[src/sv/sal_pkg.sv]
`timescale 1ns / 1ps
// Shared constants, types and codes for the set-associative LRU cache lookup.
package sal_pkg;

  localparam int unsigned WAYS             = 8;
  localparam int unsigned SETS             = 1024;  // power of two
  localparam int unsigned LINE_OFFSET_BITS = 6;
  localparam int unsigned ADDR_W           = 64;
  localparam int unsigned TAG_LSB          = 16;
  localparam int unsigned TAG_W            = ADDR_W - TAG_LSB;
  localparam int unsigned WAY_W            = $clog2(WAYS);
  localparam int unsigned SET_W            = $clog2(SETS);
  localparam int unsigned RANK_W           = $clog2(WAYS) + 1;
  localparam int unsigned CNT_W            = 64;

  localparam logic signed [RANK_W-1:0] RANK_MRU   = RANK_W'(WAYS - 1);
  localparam logic signed [RANK_W-1:0] RANK_EMPTY = '1;

  typedef enum logic {
    CMD_ACCESS = 1'b0,
    CMD_INVAL  = 1'b1
  } cmd_e;

  typedef enum logic [1:0] {
    ST_CLEAR,
    ST_IDLE,
    ST_SCAN,
    ST_WRITE
  } state_e;

  typedef struct packed {
    logic                     valid;
    logic signed [RANK_W-1:0] rank;
  } meta_t;

  typedef meta_t [WAYS-1:0]            meta_row_t;
  typedef logic [WAYS-1:0][TAG_W-1:0]  tag_row_t;

  typedef struct packed {
    logic hit;
    logic better;
  } cmp_res_t;

  localparam int unsigned META_ROW_W = $bits(meta_row_t);
  localparam int unsigned TAG_ROW_W  = $bits(tag_row_t);

  localparam meta_t META_EMPTY = '{valid: 1'b0, rank: RANK_EMPTY};

endpackage

[src/sv/sal_way_cmp.sv]
`timescale 1ns / 1ps
// Shared per-way compare unit: tag match and victim rank compare.
module sal_way_cmp (
  input  logic [sal_pkg::TAG_W-1:0]         tag_a_i,
  input  logic [sal_pkg::TAG_W-1:0]         tag_b_i,
  input  sal_pkg::meta_t                    meta_i,
  input  logic signed [sal_pkg::RANK_W-1:0] best_rank_i,
  input  logic                              first_i,
  output sal_pkg::cmp_res_t                 res_o
);
  import sal_pkg::*;

  always_comb begin
    res_o.hit    = meta_i.valid && (tag_a_i == tag_b_i);
    res_o.better = first_i || (meta_i.rank < best_rank_i);
  end

endmodule

[config.mk]
export PLATFORM = sky130hd
export DESIGN_NAME = sal_way_cmp
export DESIGN_NICKNAME = d
export VERILOG_FILES = /design/src/sv/sal_pkg.sv /design/src/sv/sal_way_cmp.sv
export SDC_FILE = /design/constraint.sdc
export NUM_CORES = 1
export LEC_CHECK = 0
export BUFFER_PORTS_ARGS = -buffer_cell sky130_fd_sc_hd__buf_2
export CORE_MARGIN = 3
export CORE_UTILIZATION = 31
export DETAILED_ROUTE_END_ITERATION = 7
export PLACE_DENSITY = 0.9
export SYNTH_ARGS = -nofsm -noshare
export SYNTH_HDL_FRONTEND = slang
export SYNTH_SLANG_ARGS = --single-unit
[constraint.sdc]
create_clock -name vclk -period 2.5
set_clock_uncertainty 0.05 [all_clocks]
set_input_delay 0.5 -clock vclk [all_inputs]
set_output_delay 0.5 -clock vclk [all_outputs]
set_load 0.1 [all_outputs]
== After elaboration in Yosys (flattened, before gate mapping) ==
Index checks and enable logic that the tools add are counted.
Word-level totals
  register bits: 0
  input bits: 106
  output and inout port bits: 2
  word-level logic and storage cells: 4
Cells by class
  magnitude comparators: 1
  eq/ne operators: 1
  reductions and logical operators: 2
Operator list (number)
  48-bit == test: 1
  4-bit < comparator: 1
  1-bit logical AND: 1
  1-bit logical OR: 1

== Logic depth before layout (Yosys ltp) ==
  depth after elaboration: 2
  depth in mapped cells: 5
  depth with buffers taken out: 5

== Worst setup path after synthesis ==
Ideal clock, no wire load.
  path kind: input to output
  from: input best_rank_i[1] (netlist name)
  to: output res_o[0] (netlist name)
  arrival time: 3.993 ns
  required time: 1.950 ns
  slack: -2.043 ns
  cell stages on the path: 5
  buffers on the path: 0
  cell sequence: inv_1 ha_1 a21oi_1 nor2b_1 o41ai_1
RTL lines
  start, declared: line sal_way_cmp.sv:7  | input logic signed [sal_pkg::RANK_W-1:0] best_rank_i,
  end, declared: line sal_way_cmp.sv:9  | output sal_pkg::cmp_res_t res_o

==> impl_metrics.yaml <==
synth:
  syn_inst: 83
  synth_area_leader_cell: "xor2_1"
  yosysUniqueCellTypes: 19
  synthTopCellsByArea: "xor2_1, xnor2_1, nor4_1"
  yosys.area.top_type_share_pct: 49.5
  synth_area_um2: 637
  ys_warn_count: 0
  yosysSeqAreaShare_pct: 0
  avgSynthCellArea_um2: 7.67
  synth_common_cells: "xor2_1, inv_1, nor4_1, xnor2_1, nor2b_1"
  syn_nets: 192
  synth_most_common_cell: "xor2_1"
place:
  gp_congestion: 0.694
  port_buffers: 108
  dp_hpwl_um: 2150
drt:
  dr.pass1.iters: 4
  wl_um: 2230
  drtIter0Drc: 10
  postRouteAntennaNets: 0
  drc_errors: 0
  vias_per_cell: 4.58
  detail_route.wl_per_cell_um: 10.3
  via_count: 990
cells_and_area:
  regArea_um2: 0
  antenna_cells: 0
  synthToLayoutAreaGrowth_pct: 100
  clockBufferCount: 0
  drive_above_1_share_pct: 58.6
  final_nets: 302
  seq_cell_count: 0
  fillers: 165
timing:
  finalSetupViolations: 0
  finalCritPeriodShare_pct: 96.3
  slew-limit-headroom_pct: 78.3
  finalCriticalPeriod_ns: 2.41
  rsz0062_at_grt: "false"
  fin_tns_setup_ns: 0
  worst_pin_slew_ns: 0.323
  final_max_slew_viol_count: 0
  clock.fmax_ghz: 0.415
  hold_viol_final: 0
floorplanning:
  core_area_um2: 1840
  start_util_pct: 34.6
  die_area_um2: 2630
  num_rows: 15
  dieHeight_um: 51.3
  boundaryPins: 108
  chipWidth_um: 51.3
grt:
  antenna_found_initial: 0
  grt_start_max_net_pins: 3
  grt_pass1_wl_um: 3260
  grt_overflow: 0
  track_usage_pct: 15.1
  grt_pass1_vias: 903
clocking:
  hold_buffers: 0
critical_path:
  critPathKind: "input pin to output port"
  arrival_ns: 1.86
  required_ns: 1.95
  end_kind: "output port"
  worstSetupStartpointType: "input pin"
  cp_max_fo: 1
pwr:
  power_mw: 0.194
  max-vdd-ir-drop_mv: 0.0880
  p_leak_nw: 0.725
  p_per_area_nw_per_um2: 152
flow_run:
  maxCapViolations: 0
hold_path:
  holdCritPathClass: "input pin to output port"
outcome:
  outcome: "finished, final reports clean"
## per-stage QoR
step	utilization, %	cell area [um^2]	setup slack, ns	instances	hold slack (ns)
2_1_floorplan	-	668	-0.324	83	1.21
3_3_place_gp	69.0	1270	-0.0135	216	1.31
3_5_place_dp	69.0	1270	-0.0650	216	1.31
4_1_cts	69.1	1270	0.00141	216	1.32
5_1_grt	69.4	1280	0.0201	216	1.32
6_report	69.4	1280	0.0918	216	1.31
## area by class of cell
type | count | area (um^2) | area share, %
repair buffers | 108 | 571 | 44.7
well taps | 25 | 31.3 | 2.45
multi-input cells | 75 | 644 | 50.5
inverters | 8 | 30.0 | 2.35
## timing repair
action	4_1_cts	5_1_grt
gates resized for setup	1	1
endpoints found under the setup margin	1	1
setup buffers	0	0
## per-layer routing
layer / vias to the layer above / part of all wire, % / routed length [um] / track usage (%)
li1: 507 / - / - / -
met1: 416 / 31 / 696 / 15.8
met2: 65 / 57 / 1270 / 32.8
met3: 2 / 11 / 256 / 1.17
met4: 0 / 0.36 / 8 / 0.873
met5: - / 0 / 0 / 0
## placed cells by master, fill, tap and decap left out, drive strengths merged
master   instances
o21ai            1
inv              8
o41ai            1
a2111oi          1
ha               3
or4              1
a221oi           1
nand3            1
a21oi            2
buf            108
o221ai           1
xnor2            6
nand2b           3
nand4            3
nor3             1
nor2b            4
nor4             9
o2111ai          1
xor2            36
## logic make-up after synthesis
| group | after synthesis | synth area share (%) |
|---|---|---|
| buffers and inverters | 8 | 4.72 |
| AOI/OAI and AO/OA | 8 | 9.23 |
| xor gates and xnor gates | 42 | 57.8 |
| and+or+nand+nor | 22 | 22.4 |
| adders and majority gates | 3 | 5.89 |
## critical path: stages
cell and delay (ns):
buf_2 0.10, xor2_1 0.15, nor4_1 0.35, nand4_1 0.21
nor4_4 0.33, buf_12 0.21
## worst paths after layout
check,from,to,slack (ns),cells past startpoint
min,first_i,res_o[0],1.31,4
max,tag_b_i[35],res_o[1],0.09,6
## where the power goes
group | internal, mW | switching, mW | total [mW]
Clock | 0 | 0 | 0
Sequential | 0 | 0 | 0
Combinational | 0.111 | 0.0833 | 0.194
Total | 0.111 | 0.0833 | 0.194
Power figures use the tool's default switching activity.
