===== config.mk =====
export PLATFORM = sky130hd
export DESIGN_NAME = sal_rank_upd
export DESIGN_NICKNAME = d
export VERILOG_FILES = /design/src/sv/sal_pkg.sv /design/src/sv/sal_rank_upd.sv
export SDC_FILE = /design/constraint.sdc
export NUM_CORES = 1
export LEC_CHECK = 0
export ABC_CLOCK_PERIOD_IN_PS = 4700
export BUFFER_PORTS_ARGS = -buffer_cell sky130_fd_sc_hd__buf_2
export CAP_MARGIN = 15
export CORE_ASPECT_RATIO = 1.4
export CORE_MARGIN = 5
export CORE_UTILIZATION = 40
export DETAILED_ROUTE_END_ITERATION = 8
export GPL_TIMING_DRIVEN = 1
export PLACE_DENSITY = 0.77
export SYNTH_ARGS = -nofsm -noshare
export SYNTH_HDL_FRONTEND = slang
export SYNTH_SLANG_ARGS = --single-unit

===== constraint.sdc =====
create_clock -name vclk -period 4.7
set_input_delay 0.705 -clock vclk [all_inputs]
set_output_delay 0.705 -clock vclk [all_outputs]
set_load 0.02 [all_outputs]

===== src/sv/sal_pkg.sv =====
`timescale 1ns / 1ps
// Shared constants, types and codes for the set-associative LRU cache lookup.
package sal_pkg;

  localparam int unsigned WAYS             = 8;
  localparam int unsigned SETS             = 1024;  // power of two
  localparam int unsigned LINE_OFFSET_BITS = 6;
  localparam int unsigned ADDR_W           = 64;
  localparam int unsigned TAG_LSB          = 16;
  localparam int unsigned TAG_W            = ADDR_W - TAG_LSB;
  localparam int unsigned WAY_W            = $clog2(WAYS);
  localparam int unsigned SET_W            = $clog2(SETS);
  localparam int unsigned RANK_W           = $clog2(WAYS) + 1;
  localparam int unsigned CNT_W            = 64;

  localparam logic signed [RANK_W-1:0] RANK_MRU   = RANK_W'(WAYS - 1);
  localparam logic signed [RANK_W-1:0] RANK_EMPTY = '1;

  typedef enum logic {
    CMD_ACCESS = 1'b0,
    CMD_INVAL  = 1'b1
  } cmd_e;

  typedef enum logic [1:0] {
    ST_CLEAR,
    ST_IDLE,
    ST_SCAN,
    ST_WRITE
  } state_e;

  typedef struct packed {
    logic                     valid;
    logic signed [RANK_W-1:0] rank;
  } meta_t;

  typedef meta_t [WAYS-1:0]            meta_row_t;
  typedef logic [WAYS-1:0][TAG_W-1:0]  tag_row_t;

  typedef struct packed {
    logic hit;
    logic better;
  } cmp_res_t;

  localparam int unsigned META_ROW_W = $bits(meta_row_t);
  localparam int unsigned TAG_ROW_W  = $bits(tag_row_t);

  localparam meta_t META_EMPTY = '{valid: 1'b0, rank: RANK_EMPTY};

endpackage


===== src/sv/sal_rank_upd.sv =====
`timescale 1ns / 1ps
// LRU rank update of one set: touched way to MRU or empty, higher ranks drop by one.
module sal_rank_upd (
  input  sal_pkg::meta_row_t           meta_row_i,
  input  logic [sal_pkg::WAY_W-1:0]    target_i,
  input  logic                         fill_i,
  output sal_pkg::meta_row_t           meta_row_o
);
  import sal_pkg::*;

  logic signed [RANK_W-1:0] old_rank;

  always_comb begin
    old_rank = meta_row_i[target_i].rank;
    for (int w = 0; w < WAYS; w++) begin
      meta_row_o[w] = meta_row_i[w];
      if (target_i == WAY_W'(w)) begin
        meta_row_o[w].valid = fill_i;
        meta_row_o[w].rank  = fill_i ? RANK_MRU : RANK_EMPTY;
      end else if (meta_row_i[w].rank > old_rank) begin
        meta_row_o[w].rank = meta_row_i[w].rank - RANK_W'(1);
      end
    end
  end

endmodule


* Word-level counts from Yosys, hierarchy flattened
Index checks and enable logic that the tools add are counted.
** Word-level totals
- Register bits :: 0
- Output and inout bits :: 40
- Logic and storage cells :: 52
** Cells by class
- Add/subtract/negate cells :: 8
- Magnitude comparators :: 9
- Equal/unequal tests :: 7
- Mux-type cells :: 27
- Reductions and logical operators :: 1
** Operators by type and width (number)
- $mux W4 :: 18
- $gt A4 B4 Y1 :: 8
- $sub A4 B2 Y4 const B :: 8
- $bmux W5 S3 :: 1
- $eq A3 B3 Y1 const B :: 4
- $mux W1 :: 8
- $eq A3 B2 Y1 const B :: 2
- $lt A3 B4 Y1 const B :: 1
- $eq A3 B1 Y1 const B :: 1
- $logic_not A3 Y1 :: 1

* Logic depth before layout (Yosys ltp)
- Depth in word-level cells :: 5
- Gate-level depth with buffers :: 10
- Gate-level depth less buffers :: 8

* Worst setup path after synthesis
Ideal clock, no wire load.
- Path kind :: input port to output port
- From :: input target_i[0] in the netlist's numbering
- To :: output meta_row_o[3] in the netlist's numbering
- Arrival time :: 3.428 ns
- Data required time :: 3.995 ns
- Setup slack :: 0.567 ns
- Stages on the path :: 9
- Path through :: buf_6 -> buf_2 -> mux4_2 -> mux2i_1 -> ha_1 -> a211o_1 -> o211ai_2 -> nor3_1 -> or3b_1
** RTL lines
- from (decl) :: RTL line sal_rank_upd.sv:5 : input logic [sal_pkg::WAY_W-1:0] target_i,
- to (decl) :: RTL line sal_rank_upd.sv:7 : output sal_pkg::meta_row_t meta_row_o

==> out/results.ini <==
[run_status]
outcome=finished, final reports clean

[sta]
period_share_pct=92.5
finalSetupViolCount=0
max_freq_mhz=230
hold_viol=0
worst_pin_slew_ns=1.08
finalMaxSlewViolations=0
fin_setup_tns_ns=0
post-route-min-period_ns=4.35
slew_headroom_pct=27.1
rsz0062_at_grt=false

[worst_setup_path]
cp-startpoint=target_i[1]
critPathLaunchType=input pin
arrival_ns=3.64
critPathKind=in2out
critPathRequiredTime_ns=3.99
cp-end-kind=output port
cp_max_fo=18

[global_route]
grt_max_degree=19
grtUsageTotal_pct=16.6
antenna_found_initial=0
grt_pass1_wl_microns=10600
overflow=0
grt_pass1_vias=2399

[placement]
gp_congestion=0.863
port_buffers=84
place_inst=437
dpl.hpwl_microns=5160

[synthesis]
syn_inst=299
syn_nets=383
netlist_area_sq_um=2320
syn_area_per_cell_sq_um=7.75
yosysUniqueCellTypes=38
yosysWarnings=0
ys_seq_area_share_pct=0

[floorplanning]
coreArea_sq_um=5570
die_w_microns=74.3
num_rows=32
ioPinCount=84
start_util_pct=41.6
die_h_microns=100
dieArea_sq_um=7430

[pwr]
clockPowerShare_pct=0
p_int_uw=207
p_switching_uw=293
p_leak_uw=0.00138
power_frac_seq_pct=0
p_sw_share_pct=58.6
power_frac_comb_pct=100.0
ir_drop_mv=0.100
power_density_nw_per_um2=181

[cells_and_area]
n_fill_cell=539
drive_gt1_share_pct=35.8
seq_cell_count=0
layout_common_cells=84 x buf_2, 40 x ha_1, 33 x nand2_1
area.sequential_sq_um=0
final_common_cell=buf_2
n_clock_buffer=0
final_cells=437
diodes=0
final_net_count=455
multi_input_area_sq_um=2140
syn_to_final_growth_pct=19.2

[cts]
post-cts-setup-buffers=0
hold_buffers=0
cts_resized=0

[detailed_routing]
avgRoutedWirePerCell_microns=14.4
firstDrtPassIters=4
drc=0
ant_nets=0
viasPerCell=5.95
drtIter0Drc=67
routed-via-count=2600
wirelength_microns=6290

[min_path]
min_from=meta_row_i[4]
worstHoldPathCells=4
min_path_type=in2out

[job]
maxCapViolCount=0

-- per-stage QoR --
| stage | utilization [%] | worst slack (ns) | hold slack (ns) | area [sq um] | power, uW |
|---|---|---|---|---|---|
| floorplan | - | 0.567 | 1.58 | 2320 | 360 |
| global placement | 49.6 | 0.392 | 1.72 | 2760 | 486 |
| detailed placement | 49.6 | 0.355 | 1.72 | 2760 | 499 |
| CTS | 49.6 | 0.341 | 1.72 | 2760 | 502 |
| global route | 49.6 | 0.122 | 1.74 | 2760 | 555 |
| finish | 49.6 | 0.350 | 1.72 | 2760 | 500 |
-- kinds of logic (layout without fill, tap and decap cells) --
| kind of cell | Yosys count | after routing | share of synthesized area, % |
|---|---|---|---|
| and+or+nand+nor | 128 | 128 | 31.0 |
| AOI/OAI and AO/OA | 68 | 68 | 23.6 |
| adders and majority gates | 40 | 40 | 21.6 |
| muxes | 26 | 26 | 16.4 |
| buffers and inverters | 37 | 107 | 7.46 |
-- power groups by stage --
stage	logic [uW]	registers, uW	clock network [uW]
floorplan	360	0	0
global placement	486	0	0
detailed placement	499	0	0
CTS	502	0	0
global route	555	0	0
finish	500	0	0
-- synth_stat cells, drive strengths merged --
cell,number,area (sq um)
ha,40,500
nand2,33,124
nor3,17,85.1
inv,16,60.1
nand3,16,80.1
mux2,15,169
o211ai,14,145
a21oi,13,65.1
buf,12,78.8
nand3b,11,82.6
clkbuf,9,33.8
a211o,8,70.1
a21boi,8,60.1
a41oi,8,70.1
and3b,8,70.1
mux4,8,180
nand2b,8,50.1
nor2,8,30.0
or2,8,50.1
and4,5,43.8
nand4,5,31.3
o311a,5,50.1
or3b,5,46.3
a31oi,4,25.0
mux2i,3,30.0
o31ai,3,22.5
a21o,2,15.0
and2,2,12.5
or3,2,12.5
a211oi,1,7.51
a41o,1,10.0
o21ai,1,5.00
-- final cells by class --
class / count / area share, %
multi-input combinational: 262 / 77.6
tap: 68 / 3.08
inverter: 16 / 2.17
timing repair buffer: 91 / 17.1
-- worst max-delay path, cell delays in order --
cell and delay [ns]:
buf_2 0.31, mux4_2 0.35, o21ai_0 0.85, ha_1 0.39
nand3_1 0.09, o211ai_2 0.16, a21boi_0 0.27, mux2_2 0.36
buf_2 0.16
-- routing by layer --
| layer | share of wire, % | track usage, % |
|---|---|---|
| met5 | 0 | 0 |
| met4 | 2.2 | 4.25 |
| met3 | 6.7 | 1.90 |
| met2 | 48 | 28.4 |
| met1 | 43 | 21.8 |
-- path summary, 6_finish.rpt --
| path | endpoint |
|---|---|
| max | meta_row_o[2] |
| min | meta_row_o[4] |
Note: power is estimated with default switching activity, not from simulation.
