File: config.mk
export PLATFORM = sky130hd
export DESIGN_NAME = sal_ram
export DESIGN_NICKNAME = d
export VERILOG_FILES = /design/src/sv/sal_ram.sv
export SDC_FILE = /design/constraint.sdc
export NUM_CORES = 1
export LEC_CHECK = 0
export BUFFER_PORTS_ARGS = -buffer_cell sky130_fd_sc_hd__buf_4
export CAP_MARGIN = 25
export CORE_MARGIN = 4
export CORE_UTILIZATION = 40
export DETAILED_ROUTE_END_ITERATION = 16
export PLACE_DENSITY = 0.63
export SETUP_SLACK_MARGIN = 0.4
export SYNTH_ARGS = -nofsm -noshare
export SYNTH_HDL_FRONTEND = slang
export SYNTH_SLANG_ARGS = --single-unit
File: constraint.sdc
create_clock -name clk_i -period 4.6 [get_ports clk_i]
set_input_delay 0.23 -clock clk_i [delete_from_list [all_inputs] [get_ports clk_i]]
set_output_delay 0.23 -clock clk_i [all_outputs]
set_load 0.05 [all_outputs]
File: src/sv/sal_ram.sv
`timescale 1ns / 1ps
// Generic single-write, single-read RAM with registered read data.
module sal_ram #(
  parameter int unsigned WIDTH = 8,
  parameter int unsigned DEPTH = 16
) (
  input  logic                     clk_i,
  input  logic                     we_i,
  input  logic [$clog2(DEPTH)-1:0] waddr_i,
  input  logic [WIDTH-1:0]         wdata_i,
  input  logic                     re_i,
  input  logic [$clog2(DEPTH)-1:0] raddr_i,
  output logic [WIDTH-1:0]         rdata_o
);

  logic [WIDTH-1:0] mem_q [DEPTH];
  logic [WIDTH-1:0] rdata_q;

  always_ff @(posedge clk_i) begin
    if (we_i) begin
      mem_q[waddr_i] <= wdata_i;
    end
    if (re_i) begin
      rdata_q <= mem_q[raddr_i];
    end
  end

  assign rdata_o = rdata_q;

endmodule

# Yosys cells after proc, flatten, opt, wreduce, memory -nomap -nowiden
# Memories as Yosys holds them, arrays and structs flattened. A register that Yosys moved wholly into a read port is not among the register bits.
# Cells that the tools add are included.
totals:
  wordCells: 3
  inputBits: 19
  memories: 1
  reg_bits: 0
  mem_bits_rw: 128
memory_table:
  columns: ["name", "depth", "word_bits", "read_ports", "rd_ports_with_merged_regs", "write_ports", "line_no", "source"]
  rows:
  - ["mem_q", 16, 8, 1, 1, 1, "16", "logic [WIDTH-1:0] mem_q [DEPTH];"]
op_classes:
  muxes: 2
ops:
  columns: ["op", "n"]
  rows:
  - ["2-to-1 mux 1 bit", 2]

# Logic depth before layout (Yosys ltp)
# Gate-level depths: netlist (run 1).
logic_depth:
  ltp_word: 2
  depth_mapped: 5
  depth_no_buf: 3

# Worst setup path after synthesis (run 1)
# OpenSTA, ideal clock, no wires.
synth_timing:
  kind: "input-to-reg"
  from: "input waddr_i[2]"
  to: "memory mem_q[0][0], enable pin"
  setup_ps: 383
  slack_ps: 2877
  t_arrival_ps: 1340
  cell_stages: 2
  t_required_ps: 4217
  cell_sequence: "or3b_2 > nor3_1"
synth_rtl:
  columns: ["item", "line_no", "source"]
  rows:
  - ["start, declared", "9", "input logic [$clog2(DEPTH)-1:0] waddr_i,"]
  - ["end, declared", "16", null]
# Straight into the memory's write port.

==> flow_metrics.py, run 1 <==
metrics = {
    "outcome": {
        "outcome": "finished clean",
    },
    "min_path": {
        "worstHoldPathType": "primary input to register",
        "hp-start": "wdata_i[3]",
        "hold_depth": 1,
    },
    "clock_tree": {
        "h-tree-depth": 4,
        "cts_tree": "built",
        "postCtsSetupRepairBufs": 0,
        "clock_latency_ps": 410,
        "clock_path_buffers": 2,
        "cts-hold-fix-buffers": 0,
        "cts_made_buffers": 17,
        "cts.sinks": 136,
        "cts_root_buffer": "clkbuf_16",
        "cts_resized": 0,
        "cts.clk_slew.worst_paths_ps": 60,
    },
    "layout": {
        "area_growth_syn_to_layout_pct": 19.70,
        "fin_nets": 286,
        "n_fill_cell": 1066,
        "drive_above_1_share": 0.2786,
        "diodes": 0,
        "finalNonFillerCells": 452,
    },
    "global_route": {
        "grt_start_max_net_pins": 33,
        "grt_overflow": 0,
        "antenna_found_initial": 0,
        "grt_usage": 0.1477,
        "grt_pass1_wl_mm": 15.30,
        "grt_pass1_vias": 2545,
    },
    "sta": {
        "finalCritPeriodShare": 0.3577,
        "finalWorstSetupSlack_ps": 2954,
        "worst_pin_slew_ps": 942.3,
        "clock_skew_ps": 6.602,
        "whs_ps": 130.4,
        "fin_tns_setup_ps": 0,
        "hold_viol_final": 0,
        "period_minus_slack_ps": 1646,
        "fmax_mhz": 607.7,
        "setup_violations": 0,
        "max_slew_margin": 0.3695,
        "timing.final.max_slew_violations": 0,
        "rsz0062_at_grt": "false",
    },
    "synth": {
        "synth_top_flop_cell": "edfxtp_1",
        "yosys.area.top_type_share": 0.7812,
        "ys_ff_latch": 136,
        "syn_avg_cell_area_um2": 22.83,
        "synthArstFlopShare": 0,
        "synth_edf_count": 136,
        "ys_types": 18,
        "synth_most_common_cell": "edfxtp_1",
        "yosysSeqAreaShare": 0.7812,
        "synthTopCellsByCount": "136 x edfxtp_1, 18 x mux4_2, 16 x a22oi_1",
        "syn-cell-area_mm2": 0.005228,
        "syn-num-nets": 248,
        "synth-warning-count": 0,
        "yosys-top-cells-area": "edfxtp_1 78%, mux4_2 7.8%, mux4_1 7.0%, a22oi_1 2.3%, nor2_1 0.93%",
        "synth_cells": 229,
        "yosysTopAreaCell": "edfxtp_1",
    },
    "setup_path": {
        "cp_cell_sequence": "buf_4, mux4_1, a22oi_1, nand2_1",
        "critPathKind": "primary input to register",
        "path_buf_inv": 1,
        "cpPeakStageDelay_ps": 650,
        "r2r_cells": 3,
        "crit_path_start": "raddr_i[0]",
        "path_max_fanout": 32,
        "end_kind": "register",
        "rrSetupSlack_ps": 3030,
        "path_depth": 4,
        "crit_arrival_ps": 1790,
        "critPathLaunchType": "primary input",
        "reg2reg_to": "rdata_o[6]$_DFFE_PP_",
        "crit_required_ps": 4750,
        "cp_top_family": "multiplexers",
        "cp_slowest_cell": "mux4_1",
        "r2r-start": "mem_q[3][6]$_DFFE_PP_",
        "worstSetupEndpoint": "rdata_o[2]$_DFFE_PP_",
    },
    "pwr": {
        "total_power_uw": 3100,
        "peakVddDrop_uv": 241.6,
        "power.density_mw_per_mm2": 495.5,
        "p_leak_uw": 0.002074,
    },
    "floorplanning": {
        "initial_core_util": 0.4109,
        "dieArea_mm2": 0.01496,
        "core_mm2": 0.01272,
        "io_pins": 27,
        "rows": 41,
        "die_y_um": 122.3,
        "die_x_um": 122.3,
    },
    "detailed_routing": {
        "top_layer": "met4",
        "route.met3.wl_um": 729,
        "final_antenna_net_count": 0,
        "viasPerCell": 5.319,
        "drt_first_pass_iters": 4,
        "vias": 2404,
        "wl_met2_mm": 4.918,
        "post_drt_wl_per_cell_um": 22.20,
        "dr.first_iter.drc_count": 185,
        "drt-total-wl_mm": 10.03,
        "drc": 0,
        "met1_length_mm": 4.262,
    },
    "placed_design": {
        "port_buffers": 26,
        "place_hpwl_mm": 6.251,
        "dp_cells": 420,
        "dp_slack_ps": 2480,
        "routabilityCongestion": 0.7858,
    },
    "flow_run": {
        "maxCapViolCount": 0,
    },
}
[how the worst min path moves through the flow]
stage / end
floorplan: mem_q[0][0]$_DFFE_PP_
global placement: mem_q[5][3]$_DFFE_PP_
detailed placement: mem_q[4][3]$_DFFE_PP_
CTS: mem_q[3][3]$_DFFE_PP_
global route: mem_q[5][2]$_DFFE_PP_
finish: mem_q[3][3]$_DFFE_PP_
[state kept, by name, indices dropped and copies added, names as in the netlist]
| register | cells |
|---|---|
| mem_q | 128 |
| rdata_o | 8 |
[worst reg2reg max path, cell delays in order (launching register included)]
cell and delay [ps]:
edfxtp_1 370, mux4_2 490, a22oi_1 320, nand2_1 130
[power breakdown]
| part | switching [uW] | internal (uW) |
|---|---|---|
| Sequential | 7.81 | 1400 |
| Clock | 483 | 1060 |
| Combinational | 93.5 | 56.4 |
| Total | 584 | 2520 |
[final cells by class]
cell class | count | area, um2 | share of cell area
multi-input cells | 83 | 1062 | 0.1698
clock inverters | 15 | 255.2 | 0.04079
flip-flops and latches | 136 | 4084 | 0.6527
repair buffers | 29 | 215.2 | 0.03439
clock buffers | 17 | 425.4 | 0.06799
well taps | 172 | 215.2 | 0.03439
[cell families after synthesis]
| family | after synthesis | synth area share |
|---|---|---|
| AOI/OAI and AO/OA | 16 | 0.02298 |
| buffers and inverters | 10 | 0.01651 |
| DFF | 136 | 0.7812 |
| muxes | 32 | 0.1479 |
| and+or+nand+nor | 35 | 0.03136 |
[per-layer routing]
layer,GRT usage,vias to the layer above
met4,0.05248,0
met5,0,-
met2,0.2260,89
met3,0.04747,8
li1,-,1057
met1,0.2008,1250
[through the flow]
step                      area [um2]    util
after floorplan                 5228       -
after global placement          5572  0.4379
after detailed placement        5577  0.4383
after CTS                       6257  0.4918
after global routing            6257  0.4918
final                           6257  0.4918
[placed cells by master (no fill, tap or decap)]
cell type	n
clkbuf_16	17
nand3_1	1
clkinv_4	1
edfxtp_1	136
clkinv_1	3
or3b_2	1
nor2b_1	1
and2_1	1
clkinvlp_4	2
mux4_1	14
bufinv_16	7
nand2_1	9
and2b_1	1
clkinv_2	2
mux4_2	18
nor3_2	1
nand3b_1	2
nor3_1	3
nor2_1	13
a22oi_1	16
nand2b_1	2
buf_2	1
buf_4	28
Power figures use the tool's default switching activity.
==> run 2, diff against run 1 <==
clock period = 1.55 ns   (was 4.6 ns; I/O delays follow)
==> run 2 against run 1 <==
Effect of this change: global-route usage increased by 0.80 points; first-iteration DRC count increased by 26%; non-clock buffer count increased by 30; largest cell class unchanged; largest power group unchanged; die area unchanged.
==> flow_metrics.py, run 2 (synthesis results as in run 1) <==
metrics = {
    "placed_design": {
        "port_buffers": 26,
        "routabilityCongestion": 0.7483,
        "post_dp_cell_area_mm2": 0.005818,
        "place_hpwl_mm": 6.767,
    },
    "global_route": {
        "grt_pass1_wl_mm": 16.17,
        "grt_start_max_net_pins": 17,
        "grt_pass1_vias": 2648,
        "grt_usage": 0.1557,
        "antenna_found_initial": 0,
        "grt_overflow": 0,
    },
    "detailed_routing": {
        "dr.first_iter.drc_count": 234,
        "vias": 2476,
        "drc": 0,
        "post_drt_wl_per_cell_um": 21.47,
        "final_antenna_net_count": 0,
        "drt_first_pass_iters": 4,
        "drt-total-wl_mm": 10.33,
        "viasPerCell": 5.148,
    },
    "floorplanning": {
        "initial_core_util": 0.4109,
        "die_y_um": 122.3,
        "rows": 41,
        "dieArea_mm2": 0.01496,
        "die_x_um": 122.3,
        "io_pins": 27,
        "core_mm2": 0.01272,
    },
    "setup_path": {
        "crit_arrival_ps": 1550,
        "path_max_fanout": 1,
        "critPathKind": "register to register",
        "crit_required_ps": 1690,
        "critPathLaunchType": "register",
        "end_kind": "register",
    },
    "layout": {
        "seq_area_mm2": 0.004084,
        "layout_commonest_cell": "edfxtp_1",
        "fin_nets": 316,
        "final_cell_mix": "136 x edfxtp_1, 44 x buf_4, 32 x mux4_2, 17 x clkbuf_16, 10 x nor2_1",
        "multi_input_area_mm2": 0.001076,
        "fin_area_mm2": 0.006583,
        "diodes": 0,
        "n_fill_cell": 1014,
        "regMostFlops": "mem_q",
        "final_util": 0.5174,
        "area_growth_syn_to_layout_pct": 25.92,
        "drive_above_1_share": 0.4142,
        "largest_register_ffs": 128,
    },
    "clock_tree": {
        "cts.sinks": 136,
        "cts_root_buffer": "clkbuf_16",
        "cts_tree": "built",
        "clock_latency_ps": 410,
        "cts.clk_slew.worst_paths_ps": 60,
        "h-tree-depth": 4,
        "cts_made_buffers": 17,
        "clock_path_buffers": 2,
    },
    "sta": {
        "whs_ps": 17.84,
        "timing.final.max_slew_violations": 0,
        "period_minus_slack_ps": 1404,
        "hold_viol_final": 0,
        "worst_pin_slew_ps": 504.6,
        "max_slew_margin": 0.6636,
        "fmax_mhz": 712.1,
        "setup_violations": 0,
        "fin_tns_setup_ps": 0,
        "clock_skew_ps": 5.233,
        "rsz0062_at_grt": "true",
        "finalCritPeriodShare": 0.9060,
    },
    "flow_run": {
        "maxCapViolCount": 0,
    },
    "pwr": {
        "p_leak_uw": 0.002189,
        "peakVddDrop_uv": 826.0,
        "power.density_mw_per_mm2": 1382,
    },
    "outcome": {
        "outcome": "finished clean",
    },
    "min_path": {
        "worstHoldPathType": "primary input to register",
    },
}
run 2: changes by cell type in the layout (fill, tap and decap cells not counted), sizes merged:
cell	change
dlygate4sd3	+7
buf	+23
bufinv	-1
run 2: metal layers:
| metal | share of wire | up-vias | wire length, um | global-route usage |
|---|---|---|---|---|
| met5 | 0 | - | 0 | 0 |
| met4 | 0.0092 | 0 | 95 | 0.06298 |
| met3 | 0.044 | 7 | 452 | 0.04055 |
| met2 | 0.52 | 65 | 5360 | 0.2535 |
| met1 | 0.43 | 1301 | 4420 | 0.2006 |
| li1 | - | 1103 | - | - |
run 2: final timing paths:
path,depth (start not counted),endpoint,slack (ps),start
worst max-delay path,3,rdata_o[4]$_DFFE_PP_,150,mem_q[4][4]$_DFFE_PP_
worst max register to register,3,rdata_o[4]$_DFFE_PP_,150,mem_q[4][4]$_DFFE_PP_
worst min-delay path,1,mem_q[2][5]$_DFFE_PP_,20,wdata_i[5]
worst min register to register,3,rdata_o[7]$_DFFE_PP_,750,mem_q[12][7]$_DFFE_PP_
run 2: critical path, stage by stage, from the launching register on:
cell and delay [ps]:
edfxtp_1 360, mux4_2 510, a22oi_1 160, nand2_1 110
run 2: where the power goes:
group,total (uW),internal (uW),switching (uW),leakage [uW]
Combinational,522,230,293,0.000639
Sequential,4170,4150,27.9,0.00124
Clock,4400,2990,1410,0.000314
run 2: what timing repair did:
action | in CTS | in global routing
hold buffers | 7 | 0
hold endpoints to repair | 104 | 0
setup endpoints to repair | 9 | 9
gates resized for setup | 7 | 1
setup buffers | 0 | 0
cloned | 0 | 0
pin swaps | 1 | 1
run 2: cell type report:
class / instances / share of cell area
Tap cell: 172 / 0.03269
Clock buffer: 17 / 0.06463
Timing Repair Buffer: 59 / 0.08382
Multi-Input combinational cell: 83 / 0.1635
Sequential cell: 136 / 0.6204
Clock inverter: 14 / 0.03497
run 2: metrics by stage:
step	setup WS, ps	power, uW	std cells
after floorplan	270.0	4533	229
after global placement	-5.991	4744	443
after detailed placement	-7.771	4753	443
after CTS	124.8	9170	481
after global routing	104.0	9383	481
final	145.6	9096	481
==> run 3, diff against run 2 <==
CTS_BUF_LIST = sky130_fd_sc_hd__clkbuf_2   (was unset)
==> run 3 against run 2 <==
Effect of this change: first-iteration DRC count grew 1.3%; core utilization decreased by 1.9 points; final area shrank 3.6%; largest cell class unchanged; critical path depth is the same; via count is 0.20% lower; critical path type unchanged.
==> flow_metrics.py, run 3 (synthesis results as in run 1) <==
metrics = {
    "clock_tree": {
        "postCtsSetupRepairBufs": 0,
        "cts_made_buffers": 17,
        "cts.clk_slew.worst_paths_ps": 180,
        "cts_root_buffer": "clkbuf_2",
        "cts.sinks": 136,
        "cts_tree": "built",
        "h-tree-depth": 4,
        "clock_path_buffers": 2,
        "clock_latency_ps": 640,
    },
    "sta": {
        "period_minus_slack_ps": 1422,
        "worst_pin_slew_ps": 490.5,
        "whs_ps": 65.54,
        "hold_viol_final": 0,
        "timing.final.max_slew_violations": 0,
        "setup_violations": 0,
        "fmax_mhz": 703.2,
        "max_slew_margin": 0.6730,
        "finalWorstSetupSlack_ps": 128.0,
        "rsz0062_at_grt": "true",
        "finalCritPeriodShare": 0.9174,
        "clock_skew_ps": 18.04,
    },
    "detailed_routing": {
        "final_antenna_net_count": 0,
        "drc": 0,
        "vias": 2471,
        "post_drt_wl_per_cell_um": 20.44,
        "drt-total-wl_mm": 9.994,
        "drt_first_pass_iters": 4,
        "dr.first_iter.drc_count": 237,
        "viasPerCell": 5.053,
    },
    "setup_path": {
        "cpPeakStageDelay_ps": 490,
        "path_max_fanout": 1,
        "critPathKind": "register to register",
        "cp_slowest_cell": "mux4_2",
        "reg2reg_to": "rdata_o[4]$_DFFE_PP_",
        "end_kind": "register",
        "r2r-start": "mem_q[10][4]$_DFFE_PP_",
        "crit_required_ps": 1950,
        "crit_arrival_ps": 1820,
        "critPathLaunchType": "register",
        "r2r_cells": 3,
        "cp_cell_sequence": "mux4_2, a22oi_2, nand2_1",
        "rrSetupSlack_ps": 130,
    },
    "layout": {
        "largest_register_ffs": 128,
        "regMostFlops": "mem_q",
        "fin_nets": 323,
        "area_growth_syn_to_layout_pct": 21.40,
        "seq_area_mm2": 0.004084,
        "n_fill_cell": 1060,
        "multi_input_area_mm2": 0.001081,
        "layout_commonest_cell": "edfxtp_1",
        "final_cell_mix": "136 x edfxtp_1, 37 x buf_4, 32 x mux4_2, 17 x clkbuf_2, 14 x dlygate4sd3_1",
        "drive_above_1_share": 0.4082,
    },
    "floorplanning": {
        "dieArea_mm2": 0.01496,
        "rows": 41,
        "core_mm2": 0.01272,
        "initial_core_util": 0.4109,
        "die_y_um": 122.3,
        "die_x_um": 122.3,
        "io_pins": 27,
    },
    "placed_design": {
        "place_hpwl_mm": 6.767,
        "dp_slack_ps": -7.771,
        "port_buffers": 26,
        "routabilityCongestion": 0.7483,
    },
    "global_route": {
        "grt_pass1_vias": 2659,
        "grt_pass1_wl_mm": 15.80,
        "antenna_found_initial": 1,
        "grt_usage": 0.1504,
        "grt_start_max_net_pins": 17,
        "grt_overflow": 0,
    },
    "pwr": {
        "peakVddDrop_uv": 530.3,
        "swShare": 0.2068,
        "p_switching_uw": 1499,
        "cell_internal_pwr_uw": 5750,
        "pwr-share-clk": 0.350,
        "power.density_mw_per_mm2": 1142,
        "p_leak_uw": 0.002088,
        "pwr-share-comb": 0.075,
        "power_frac_seq": 0.575,
    },
    "min_path": {
        "hold_end": "rdata_o[1]$_DFFE_PP_",
        "hp-start": "raddr_i[0]",
        "worstHoldPathType": "primary input to register",
        "hold_depth": 4,
    },
    "outcome": {
        "outcome": "finished clean",
    },
    "flow_run": {
        "maxCapViolCount": 0,
    },
}
-- run 3: cell count changes in the layout (fill, tap and decap cells not counted), sizes merged --
| cell | change |
|---|---|
| diode | +1 |
| dlygate4sd3 | +7 |
-- run 3: final cells by class --
class                   count  share of cell area
clock inverters            14             0.03628
multi-input cells          83              0.1703
flip-flops and latches    136              0.6435
well taps                 172             0.03391
clock buffers              17             0.01341
diodes                      1           0.0003943
repair buffers             66              0.1021
-- run 3: routing by layer --
layer  wire [um]  share of wire  GRT usage
met1        3993           0.40     0.1953
met3         687          0.069    0.04147
met2        5222           0.52     0.2460
met5           0              0          0
met4          90         0.0090    0.05178
-- run 3: worst max-delay path by stage --
stage	start	endpoint	slack, ps	cells after the start
floorplan	raddr_i[0]	rdata_o[1]$_DFFE_PP_	270	5
global placement	raddr_i[0]	rdata_o[7]$_DFFE_PP_	-6	5
detailed placement	raddr_i[0]	rdata_o[5]$_DFFE_PP_	-8	5
CTS	rdata_o[7]$_DFFE_PP_	rdata_o[7]	60	1
global route	rdata_o[7]$_DFFE_PP_	rdata_o[7]	20	1
finish	mem_q[10][4]$_DFFE_PP_	rdata_o[4]$_DFFE_PP_	130	3
-- run 3: repair_timing --
action | CTS | global route
hold buffers | 13 | 1
gates cloned | 0 | 0
gates resized for setup | 16 | 0
hold endpoints to repair | 194 | 29
pin swaps | 1 | 0
endpoints found under the setup margin | 16 | 16
-- run 3: power groups by stage --
stage	registers, uW	logic [uW]	clock network (uW)
global route	4180	590	2790
CTS	4170	556	2600
floorplan	4300	232	0
finish	4170	547	2540
detailed placement	4250	504	0
global placement	4250	498	0
-- run 3: metrics by stage --
step | setup TNS [ps] | cell area [um2] | util | instances | total power, uW
after floorplan | 0 | 5245 | - | 229 | 4533
after global placement | -5.991 | 5818 | 0.4573 | 443 | 4744
after CTS | 0 | 6334 | 0.4978 | 487 | 7326
after detailed placement | -11.98 | 5818 | 0.4573 | 443 | 4753
after global routing | 0 | 6346 | 0.4988 | 489 | 7557
final | 0 | 6346 | 0.4988 | 489 | 7250
-- run 3: worst max-delay path, delay by kind of cell (launching register included) --
| kind | cells | cell delay (ps) |
|---|---|---|
| simple gates | 1 | 110 |
| flops | 1 | 410 |
| mux | 1 | 490 |
| compound gates | 1 | 180 |
